$ cat config.mk
export PLATFORM = sky130hd
export DESIGN_NAME = dls_scan
export DESIGN_NICKNAME = d
export VERILOG_FILES = /design/src/sv/dls_pkg.sv /design/src/sv/dls_scan.sv
export SDC_FILE = /design/constraint.sdc
export NUM_CORES = 1
export LEC_CHECK = 0
export BUFFER_PORTS_ARGS = -buffer_cell sky130_fd_sc_hd__buf_4
export CORE_MARGIN = 2
export CORE_UTILIZATION = 55
export CTS_BUF_LIST = sky130_fd_sc_hd__clkbuf_8
export CTS_CLUSTER_DIAMETER = 120
export DETAILED_ROUTE_END_ITERATION = 10
export MAX_ROUTING_LAYER = met4
export PLACE_DENSITY_LB_ADDON = 0.15
export SLEW_MARGIN = 10
export SYNTH_ARGS = -nofsm -noshare
export SYNTH_HDL_FRONTEND = slang
export SYNTH_SLANG_ARGS = --single-unit
$ cat constraint.sdc
create_clock -name i_clk -period 3.9 [get_ports i_clk]
set_clock_uncertainty 0.2 [all_clocks]
set_input_delay 0.195 -clock i_clk [delete_from_list [all_inputs] [get_ports i_clk]]
set_output_delay 0.195 -clock i_clk [all_outputs]
set_load 0.05 [all_outputs]
$ cat src/sv/dls_pkg.sv
// shared constants and types of the diagonal laplacian stencil
`timescale 1ns / 1ps

package dls_pkg;

    // frame geometry limits
    localparam int MAX_COLS   = 512;
    localparam int MAX_ROWS   = 256;
    localparam int COL_W      = 9;     // column counter, out_col
    localparam int ROW_W      = 8;     // row counter, out_row
    localparam int COLS_CFG_W = 10;    // image_cols register
    localparam int ROWS_CFG_W = 9;     // image_rows register

    // configuration port
    localparam int CFG_IDX_W  = 1;
    localparam int CFG_DATA_W = COLS_CFG_W;
    localparam logic [CFG_IDX_W-1:0] CFG_IMAGE_COLS = 1'b0;
    localparam logic [CFG_IDX_W-1:0] CFG_IMAGE_ROWS = 1'b1;

    localparam logic [COLS_CFG_W-1:0] COLS_RST = 10'd401;
    localparam logic [ROWS_CFG_W-1:0] ROWS_RST = 9'd200;

    // position of one accepted pixel and what it triggers
    typedef struct packed {
        logic [COL_W-1:0] col;
        logic [ROW_W-1:0] row;
        logic             emit;   // completes the window of an interior pixel
        logic             last;   // last pixel of the frame
    } t_scan;

endpackage

$ cat src/sv/dls_scan.sv
// configuration registers and raster position counters
`timescale 1ns / 1ps

module dls_scan (
    input  logic                             i_clk,
    input  logic                             i_rst_n,
    input  logic                             i_cfg_we,
    input  logic [dls_pkg::CFG_IDX_W-1:0]    i_cfg_idx,
    input  logic [dls_pkg::CFG_DATA_W-1:0]   i_cfg_data,
    input  logic                             i_adv,
    output dls_pkg::t_scan                   o_scan
);

    logic [dls_pkg::COLS_CFG_W-1:0] r_cols;
    logic [dls_pkg::ROWS_CFG_W-1:0] r_rows;
    logic [dls_pkg::COL_W-1:0]      r_col, n_col;
    logic [dls_pkg::ROW_W-1:0]      r_row, n_row;
    logic [dls_pkg::COLS_CFG_W-1:0] cols_eff;
    logic [dls_pkg::ROWS_CFG_W-1:0] rows_eff;
    logic                           last_col;
    logic                           last_row;

    // out-of-range settings saturate to 3..max
    always_comb begin
        if (r_cols < dls_pkg::COLS_CFG_W'(3)) begin
            cols_eff = dls_pkg::COLS_CFG_W'(3);
        end else if (r_cols > dls_pkg::COLS_CFG_W'(dls_pkg::MAX_COLS)) begin
            cols_eff = dls_pkg::COLS_CFG_W'(dls_pkg::MAX_COLS);
        end else begin
            cols_eff = r_cols;
        end
        if (r_rows < dls_pkg::ROWS_CFG_W'(3)) begin
            rows_eff = dls_pkg::ROWS_CFG_W'(3);
        end else if (r_rows > dls_pkg::ROWS_CFG_W'(dls_pkg::MAX_ROWS)) begin
            rows_eff = dls_pkg::ROWS_CFG_W'(dls_pkg::MAX_ROWS);
        end else begin
            rows_eff = r_rows;
        end
    end

    assign last_col = ({1'b0, r_col} + dls_pkg::COLS_CFG_W'(1)) >= cols_eff;
    assign last_row = ({1'b0, r_row} + dls_pkg::ROWS_CFG_W'(1)) >= rows_eff;

    always_comb begin
        n_col = r_col + dls_pkg::COL_W'(1);
        n_row = r_row;
        if (last_col) begin
            n_col = '0;
            n_row = last_row ? '0 : (r_row + dls_pkg::ROW_W'(1));
        end
    end

    always_ff @(posedge i_clk) begin
        if (!i_rst_n) begin
            r_cols <= dls_pkg::COLS_RST;
            r_rows <= dls_pkg::ROWS_RST;
        end else if (i_cfg_we) begin
            case (i_cfg_idx)
                dls_pkg::CFG_IMAGE_COLS: r_cols <= i_cfg_data;
                dls_pkg::CFG_IMAGE_ROWS: r_rows <= i_cfg_data[dls_pkg::ROWS_CFG_W-1:0];
                default: ;
            endcase
        end
    end

    always_ff @(posedge i_clk) begin
        if (!i_rst_n) begin
            r_col <= '0;
            r_row <= '0;
        end else if (i_adv) begin
            r_col <= n_col;
            r_row <= n_row;
        end
    end

    assign o_scan.col  = r_col;
    assign o_scan.row  = r_row;
    assign o_scan.emit = (r_row >= dls_pkg::ROW_W'(2)) && (r_col >= dls_pkg::COL_W'(2));
    assign o_scan.last = last_col && last_row;

endmodule

# [Yosys cells after proc, flatten, opt, wreduce, memory -nomap -nowiden]
# Index checks and enable logic that the tools add are counted.
[op_classes] add_sub_neg=4 magnitude_cmp=8 n_mux=6 bitwise_logic=1 n_reduce_logical=5
[ops] op="2-to-1 mux 9 bit" n=3
[ops] op="2-to-1 mux 10 bit" n=2
[ops] op="adder 9 x 1 -> 10 bit (second input constant)" n=1
[ops] op="greater-or-equal comparator 10 bit" n=1
[ops] op="greater-than comparator 10 bit (second input constant)" n=1
[ops] op="< comparator 10 x 2 -> 1 bit (second input constant)" n=1
[ops] op="adder 8 x 1 -> 9 bit (second input constant)" n=1
[ops] op="adder 9 x 1 -> 9 bit (second input constant)" n=1
[ops] op="greater-or-equal comparator 9 x 2 -> 1 bit (second input constant)" n=1
[ops] op="greater-or-equal comparator 9 bit" n=1
[ops] op="greater-than comparator 9 bit (second input constant)" n=1
[ops] op="< comparator 9 x 2 -> 1 bit (second input constant)" n=1
[ops] op="adder 8 x 1 -> 8 bit (second input constant)" n=1
[ops] op="greater-or-equal comparator 8 x 2 -> 1 bit (second input constant)" n=1
[ops] op="2-to-1 mux 8 bit" n=1
[ops] op="AND reduction 2 bit" n=3
[ops] op="logical AND 1 bit" n=2
[ops] op="NOT 1 bit" n=1
[word_totals] ff_bits=36 inputBits=15 out_inout_bits=19 elab_cells=28

# [Depth between registers and ports, before layout]
# Gate-level depths: netlist (run 1).
[logic_depth] depth_word=5 mapped_depth=13

# [Worst setup path after synthesis (run 1)]
# OpenSTA, ideal clock, no wires.
[synth_path] path_kind="register to output" from="register r_col[1] (netlist name)" to="output o_scan[0] (netlist name)" arrival_time_ns=3.324 required_time_ns=3.505 path_slack_ns=0.181 path_stages_with_launch=12 path_buffers=1 path_cell_list="dfxtp_1 > ha_1 > nand3_1 > nor2_1 > nand3_1 > xnor2_1 > ha_1 > nand4_1 > o41ai_1 > nor2_1 > buf_2 > nor2_1"
[synth_lines] item="start: declaration" line="dls_scan.sv:16" text="logic [dls_pkg::COL_W-1:0] r_col, n_col;"
[synth_lines] item="start signal: assignment" line="dls_scan.sv:71" text="r_col <= n_col;"
[synth_lines] item="end: declaration" line="dls_scan.sv:11" text="output dls_pkg::t_scan o_scan"

==> results of run 1 <==
## power breakdown
group,leakage [nW],internal (W),switching [W]
sequential,0.293,0.000380,0.0000100
combinational,0.824,0.0000475,0.0000556
clock,0.0452,0.000119,0.000129
## state kept, by name, indices dropped and copies added (netlist names)
name,count
r_row,8
r_rows,9
r_col,9
r_cols,10
## metrics by stage
stage	utilization [%]	hold WS, ns	cells
finish	68.9	0.0593	387
global route	68.9	0.0900	387
CTS	68.9	0.0542	387
detailed placement	62.8	0.223	364
global placement	62.8	0.220	364
floorplan	-	0.119	292
## routing by layer
metal	up-vias	GRT usage, %	part of all wire (%)
met3	7	3.83	4.4
met1	952	32.5	48
met2	51	42.6	47
met5	-	-	0
li1	1096	-	-
met4	0	8.42	1.3
## layout make-up
type,instances,area (µm²)
inverters,8,30.0
repair buffers,50,415
fillers,347,1220
well taps,50,62.6
multi-input cells,236,1410
clock buffers,5,68.8
clock inverters,2,8.76
flip-flops and latches,36,721
## synth_stat cells, types with 2 or more instances
library cell  number  share of area (%)
o22ai_1            4                1.1
xnor2_1            8                3.2
nor4_1             6                1.7
nand4_1            2               0.57
nand2b_1          11                3.1
inv_1              6                1.0
or3_2              2               0.68
dfxtp_1           36                 33
buf_1              2               0.34
buf_2              2               0.45
a21oi_1           36                8.2
o21ai_0            4               0.91
nand3b_1           5                1.7
ha_1              23                 13
or4_1              2               0.68
clkinv_1           2               0.34
xor2_1             4                1.6
nand2_1           73                 12
nand3_1           21                4.8
clkbuf_1           8                1.4
nor3_1             2               0.45
o21a_1             2               0.68
or3_1              2               0.57
nor2_1            12                2.0
or2_4              2               0.79
## final timing paths
check                         startpoint                endpoint  slack [ns]  cells after the start
setup / recovery   r_col[0]$_SDFFE_PN0P_               o_scan[0]        0.46                     11
hold / removal                     i_adv   r_col[5]$_SDFFE_PN0P_        0.06                      3
setup reg to reg   r_col[0]$_SDFFE_PN0P_   r_row[7]$_SDFFE_PN0P_        0.64                     11
hold reg to reg   r_rows[1]$_SDFFE_PN0P_  r_rows[1]$_SDFFE_PN0P_        0.25                      2
## critical path, cell delays in order (launching register included)
cell and delay [ns]:
dfxtp_1 0.44, ha_1 0.23, nand3_1 0.12, nor2_1 0.19, nand3_1 0.11, xnor2_1 0.16
ha_1 0.31, nand4_1 0.10, o41ai_1 0.54, nor2_2 0.21, nor2_1 0.14, buf_4 0.20
## kinds of logic after synthesis
family,count (synthesis),share of synthesized area (%)
and+or+nand+nor,148,32.3
xor gates and xnor gates,13,5.50
AOI/OAI and AO/OA,52,13.0
buffers and inverters,20,3.51
adders and majority gates,23,13.0
DFF,36,32.7
## what timing repair did
action,CTS,global route
hold buffers,16,0
gates resized for setup,0,1
hold endpoints to repair,19,0
setup endpoints to repair,0,1
==> results by group, run 1 <==
Critical path
  • CP startpoint kind: flip-flop
  • WP data required: 3.50 ns
  • Setup Crit Path Kind: flip-flop to primary output
  • WP data arrival: 3.05 ns
  • Worst-path fanout max: 12
  • CP endpoint kind: primary output

Clock network
  • Post-CTS setup buffers: 0
  • Num CTS Buffers: 5
  • Clk_lat worst skew: 0.28 ns
  • Clk buf depth: 2
  • Clk root buf: clkbuf_8
  • CTS tree: built
  • Sink Count: 36
  • Clk pin slew, worst setup/hold paths: 0.07 ns
  • H-tree Lvls: 2

Worst hold path
  • Hold WC Path Type: input pin to flip-flop

Timing
  • Total Neg Setup Slack: 0 ns
  • RSZ-0062 raised after global routing: no
  • Setup ws final: 0.456 ns
  • Final slew viol count: 0
  • Setup-failing EPs final: 0
  • Worst Tran Pin Value: 0.905 ns
  • Min Tclk post-route: 3.44 ns
  • Hold Violations, Final: 0
  • Max-slew headroom: 39.6%
  • Crit share post-route: 88.3%
  • Upper clock frequency limit: 290 MHz

Cells and area
  • Most common cell after layout, fill and taps aside: nand2_1
  • Antenna cells: 0
  • Share of cells above drive strength 1: 15.1%
  • Fin area: 0.00272 mm²
  • Most frequent cells in the layout: nand2_1, a21oi_1, dfxtp_1
  • Synth-to-Final Area Change: 23.1%
  • Nets: 375

Outcome
  • Status: completed

Synthesis
  • Post-Synthesis Cells: 292
  • Synth Flop Type: dfxtp_1
  • Syn avg cell area: 7.56 µm²
  • Seq cells post-synth: 36
  • Netlist cell types: 40
  • Synth warn: 0
  • Async set or reset register ratio after synthesis: 0%
  • Mapped cell area: 0.00221 mm²
  • Seq/Total Area, Yosys: 32.7%
  • Post-Syn Nets: 330
  • Number of synthesized flops with an enable pin: 0

Route
  • Vias per inst: 5.44
  • Routed Antenna Nets: 0
  • Avg WL per Cell: 13.0 µm
  • Pre-antenna DRT Iters: 4
  • DR vias: 2106
  • # DRC: 0
  • WL final: 5.05 mm
  • 1st-iter DRT viols: 174

GRT
  • Initial antenna violation count: 0
  • Total congestion overflow: 0
  • First-pass GRT wire length: 8.71 mm
  • Largest net degree at the start of global routing: 30
  • Vias in the first global route: 1953
  • Gr usage total: 25.8%

Power and ir drop
  • Pwr/cell area: 273 mW/mm²
  • Leakage power: 1.16 nW
  • Maximum VDD drop: 0.226 mV
  • Total chip power: 0.000741 W

Placement
  • Routability cong.: 0.818
  • IO buf count: 33
  • Dpl hpwl: 3.62 mm
  • Post-placement setup slack: 0.636 ns
  • Post-placement cell area: 0.00248 mm²

Floorplan
  • Initial Util: 56.0%
  • Top Ports: 34
  • Full die area: 0.00454 mm²
  • Core area: 0.00394 mm²
  • Die Y: 67.3 µm
  • Die Width: 67.3 µm
  • FP Rows: 23

Flow run
  • Maxcap violations: 0
No activity file was read; power rests on OpenSTA's default activity.
==> inputs of run 2 (changes only) <==
==> constraint.sdc (replaced) <==
create_clock -name i_clk -period 3.9 [get_ports i_clk]
set_clock_uncertainty 0.2 [all_clocks]
set_input_delay 0.39 -clock i_clk [delete_from_list [all_inputs] [get_ports i_clk]]
set_output_delay 0.39 -clock i_clk [all_outputs]
set_load 0.05 [all_outputs]
==> results by group, run 2 (synthesized netlist as in run 1, its figures left out) <==
Outcome
  • Status: completed

Worst hold path
  • Min-delay src: i_cfg_data[7]
  • Hold WC Path Type: input pin to flip-flop

Route
  • DR vias: 2025
  • Vias per inst: 5.44
  • Routed Antenna Nets: 0
  • Pre-antenna DRT Iters: 4
  • # DRC: 0
  • WL final: 4.72 mm
  • Avg WL per Cell: 12.7 µm
  • 1st-iter DRT viols: 137

Cells and area
  • Largest regs: r_cols: 10 flops, r_col: 9 flops, r_rows: 9 flops
  • Most common cell after layout, fill and taps aside: nand2_1
  • Nets: 359
  • Final core occ: 65.4%
  • Synth-to-Final Area Change: 16.9%
  • Antenna cells: 0
  • Most flops, register: r_cols
  • Fillers: 367
  • Number of flip-flops in the largest register: 10
  • Share of cells above drive strength 1: 16.5%
  • Most frequent cells in the layout: nand2_1, a21oi_1, dfxtp_1

Placement
  • Dpl hpwl: 3.59 mm
  • Post-placement setup slack: 0.460 ns
  • Routability cong.: 0.822
  • IO buf count: 33

Critical path
  • RR Startpoint: r_col[0]$_SDFFE_PN0P_
  • Setup crit start: r_col[0]$_SDFFE_PN0P_
  • Sequence of cells on the critical path: ha_1, nand3_1, nor2_1, nand3_1, xnor2_1, ha_1, o21a_1, a21oi_1, o41ai_2, nor2_2, nor2_2, buf_4
  • CP max stage cell: dfxtp_1
  • Critical path buffer and inverter count: 1
  • CP top delay family: simple AND/OR/NAND/NOR gates
  • Max incr delay on CP: 0.43 ns
  • CP startpoint kind: flip-flop
  • WP data required: 3.31 ns
  • Setup Crit Path Kind: flip-flop to primary output
  • WP data arrival: 2.97 ns
  • Worst-path fanout max: 12
  • CP endpoint kind: primary output

Floorplan
  • Core area: 0.00394 mm²
  • Die Y: 67.3 µm
  • Top Ports: 34
  • Die Width: 67.3 µm
  • Initial Util: 56.0%
  • Full die area: 0.00454 mm²
  • FP Rows: 23

GRT
  • Total congestion overflow: 0
  • Gr usage total: 24.4%
  • Largest net degree at the start of global routing: 30
  • Initial antenna violation count: 0
  • First-pass GRT wire length: 8.10 mm
  • Vias in the first global route: 1854

Power and ir drop
  • Maximum VDD drop: 0.238 mV
  • Logic pwr share: 12.1%
  • Pwr/cell area: 291 mW/mm²
  • Leakage power: 1.12 nW
  • Reg power frac: 51.9%
  • P_sw: 0.000195 W
  • Sw Ratio: 26.0%
  • Clock power share: 36.0%
  • Int Power: 0.000555 W

Timing
  • Final slew viol count: 0
  • Setup-failing EPs final: 0
  • Setup ws final: 0.341 ns
  • Total Neg Setup Slack: 0 ns
  • Crit share post-route: 91.3%
  • RSZ-0062 raised after global routing: no
  • Min Tclk post-route: 3.56 ns
  • Max-slew headroom: 37.8%
  • Worst Tran Pin Value: 0.932 ns
  • Hold Violations, Final: 0
  • Upper clock frequency limit: 281 MHz

Flow run
  • Maxcap violations: 0

Clock network
  • Clk pin slew, worst setup/hold paths: 0.07 ns
  • Clk buf depth: 2
  • H-tree Lvls: 2
  • Sink Count: 36
  • Clk root buf: clkbuf_8
  • Clk_lat worst skew: 0.29 ns
  • Num CTS Buffers: 5
  • CTS tree: built
-- run 2: final cells by class --
cell class	count	area, µm²	share of cell area, %
timing repair buffer	34	255	9.89
inverter	8	30.0	1.16
multi-input combinational	236	1420	55.1
clock inverter	2	7.51	0.291
sequential	36	721	27.9
clock buffer	6	82.6	3.20
tap	50	62.6	2.42
-- run 2: what timing repair did --
item                       in CTS  in global routing
resized for setup               0                  2
buffers inserted                0                  0
hold buffers                    0                  0
setup endpoints to repair       0                  1
-- run 2: path summary, 6_finish.rpt --
path	depth (start not counted)	slack (ns)	to
hold / removal	3	0.12	r_cols[7]$_SDFFE_PN1P_
setup reg to reg	12	0.65	r_row[2]$_SDFFE_PN0P_
setup / recovery	12	0.34	o_scan[0]
hold reg to reg	2	0.27	r_rows[1]$_SDFFE_PN0P_
-- run 2: through the flow --
| stage | total power [W] | cells | hold WS [ns] | instance area (µm²) |
|---|---|---|---|---|
| 2_1_floorplan | 0.000457 | 292 | 0.233 | 2210 |
| 3_3_place_gp | 0.000486 | 364 | 0.245 | 2480 |
| 3_5_place_dp | 0.000488 | 364 | 0.248 | 2480 |
| 4_1_cts | 0.000757 | 372 | 0.110 | 2570 |
| 5_1_grt | 0.000784 | 372 | 0.136 | 2580 |
| 6_report | 0.000751 | 372 | 0.119 | 2580 |
-- run 2: tightest hold or removal path: stages --
cell     delay (ns)
buf_4          0.08
nand2_1        0.04
nand3_1        0.06
-- run 2: metal layers --
metal | GRT usage, % | routed length (µm) | part of all wire, %
met5 | - | 0 | 0
met4 | 7.65 | 36 | 0.76
met3 | 5.50 | 242 | 5.1
met2 | 39.4 | 2150 | 46
met1 | 30.3 | 2290 | 49
-- run 2: power groups by stage --
stage | sequential, W | clock (W) | combinational, W
2_1_floorplan | 0.000402 | 0 | 0.0000559
3_3_place_gp | 0.000398 | 0 | 0.0000883
3_5_place_dp | 0.000398 | 0 | 0.0000901
4_1_cts | 0.000390 | 0.000276 | 0.0000903
5_1_grt | 0.000392 | 0.000288 | 0.000104
6_report | 0.000390 | 0.000270 | 0.0000906
==> inputs of run 3 (changes only) <==
- CORE_UTILIZATION: 55 -> 53
- REMOVE_ABC_BUFFERS: not set -> 1
- clock period: 3.9 -> 3 ns (I/O delays scaled with it)
==> results by group, run 3 (synthesized netlist as in run 1, its figures left out) <==
Floorplan
  • Die Width: 68.5 µm
  • Top Ports: 34
  • Initial Util: 55.2%
  • Core area: 0.00400 mm²
  • Full die area: 0.00470 mm²
  • FP Rows: 23
  • Die Y: 68.5 µm

Critical path
  • Setup Crit Path Kind: flip-flop to primary output
  • WP data required: 2.50 ns
  • CP startpoint kind: flip-flop
  • CP endpoint kind: primary output
  • WP data arrival: 2.62 ns
  • R2r setup slk: 0.13 ns
  • Worst-path fanout max: 2

Clock network
  • Clk root buf: clkbuf_8
  • # hold bufs at CTS: 0
  • H-tree Lvls: 2
  • Clk_lat worst skew: 0.29 ns
  • Num CTS Buffers: 5
  • Clk buf depth: 2
  • Clk pin slew, worst setup/hold paths: 0.07 ns
  • CTS tree: built
  • Sink Count: 36

Placement
  • IO buf count: 33
  • Dpl hpwl: 3.93 mm
  • Routability cong.: 0.882
  • Dpl cells: 382

Timing
  • Setup ws final: -0.123 ns
  • Final slew viol count: 0
  • Min Tclk post-route: 3.12 ns
  • Worst Tran Pin Value: 0.902 ns
  • RSZ-0062 raised after global routing: yes
  • Upper clock frequency limit: 320 MHz
  • Setup-failing EPs final: 1
  • Total Neg Setup Slack: -0.123 ns
  • Max-slew headroom: 39.8%
  • Crit share post-route: 104%
  • Hold Violations, Final: 0

Route
  • Routed Antenna Nets: 0
  • Avg WL per Cell: 13.9 µm
  • WL final: 5.44 mm
  • DR vias: 2157
  • Vias per inst: 5.50
  • 1st-iter DRT viols: 192
  • # DRC: 0
  • Pre-antenna DRT Iters: 4

GRT
  • Vias in the first global route: 1902
  • Largest net degree at the start of global routing: 30
  • Gr usage total: 25.8%
  • Initial antenna violation count: 0
  • First-pass GRT wire length: 8.67 mm
  • Total congestion overflow: 0

Worst hold path
  • Hold WC Path Type: input pin to flip-flop

Cells and area
  • Area occupied by multi-input gates: 0.00152 mm²
  • Register area: 736 µm²
  • Largest regs: r_cols: 10 flops, r_col: 9 flops, r_rows: 9 flops
  • Synth-to-Final Area Change: 28.7%
  • Number of flip-flops in the largest register: 10
  • Most frequent cells in the layout: nand2_1, buf_4, a21oi_1
  • Final core occ: 71.0%
  • Nets: 380
  • Fillers: 334
  • Non-filler cells, final: 392
  • Most common cell after layout, fill and taps aside: nand2_1
  • Share of cells above drive strength 1: 27.5%
  • Most flops, register: r_cols
  • Antenna cells: 0

Power and ir drop
  • Leakage power: 1.23 nW
  • Maximum VDD drop: 0.236 mV
  • Pwr/cell area: 340 mW/mm²

Flow run
  • Maxcap violations: 0

Outcome
  • Status: finished with violations
  • Failing checks: negative setup slack
[run 3: cell count changes in the layout (fill, tap and decap cells not counted), sizes merged]
cell    delta
clkinv     +1
clkbuf     -1
buf       +21
inv        -1
[run 3: path summary, 6_finish.rpt]
kind,startpoint,endpoint,cells past startpoint
worst max-delay path,r_cols[5]$_SDFFE_PN0P_,o_scan[0],9
worst min-delay path,i_cfg_data[3],r_rows[3]$_SDFFE_PN1P_,3
worst max register to register,r_cols[5]$_SDFFE_PN0P_,r_row[6]$_SDFFE_PN0P_,10
worst min register to register,r_rows[0]$_SDFFE_PN0P_,r_rows[0]$_SDFFE_PN0P_,2
[run 3: power by group]
group	internal [W]	switching, W
combinational	0.0000579	0.0000796
clock	0.000154	0.000167
sequential	0.000493	0.0000136
[run 3: repair_timing]
item,in CTS,in global routing
pin swaps,13,3
setup buffers,4,0
endpoints found under the setup margin,9,11
resized for setup,27,5
[run 3: layout make-up]
class,count,share of cell area (%)
clock buffers,5,2.42
clock inverters,2,0.308
flip-flops and latches,36,25.9
inverters,8,1.06
repair buffers,55,14.7
well taps,50,2.20
multi-input cells,236,53.4
[run 3: stage by stage]
stage	instance area, µm²	hold WS [ns]	setup WS [ns]	power (W)
final	2840	0.0374	-0.123	0.000965
after global routing	2840	0.0489	-0.207	0.00102
after CTS	2820	0.0279	-0.00775	0.000971
after detailed placement	2610	0.251	-0.0576	0.000642
after global placement	2610	0.247	0.00909	0.000640
after floorplan	2160	0.172	-0.794	0.000588
[run 3: worst max-delay path, stage by stage, from the launching register on]
cell	delay, ns
dfxtp_1	0.32
or4_4	0.55
nor4_4	0.16
o21ai_0	0.11
ha_1	0.30
a21oi_2	0.06
o41ai_2	0.36
nor2_1	0.13
nor2_2	0.17
buf_6	0.18
[run 3: routing by layer]
layer / vias to the layer above / part of all wire [%] / track usage, %
met2: 41 / 48 / 41.1
li1: 1100 / - / -
met3: 7 / 3.2 / 5.68
met4: 0 / 1.5 / 8.75
met1: 1009 / 48 / 32.2
met5: - / 0 / -
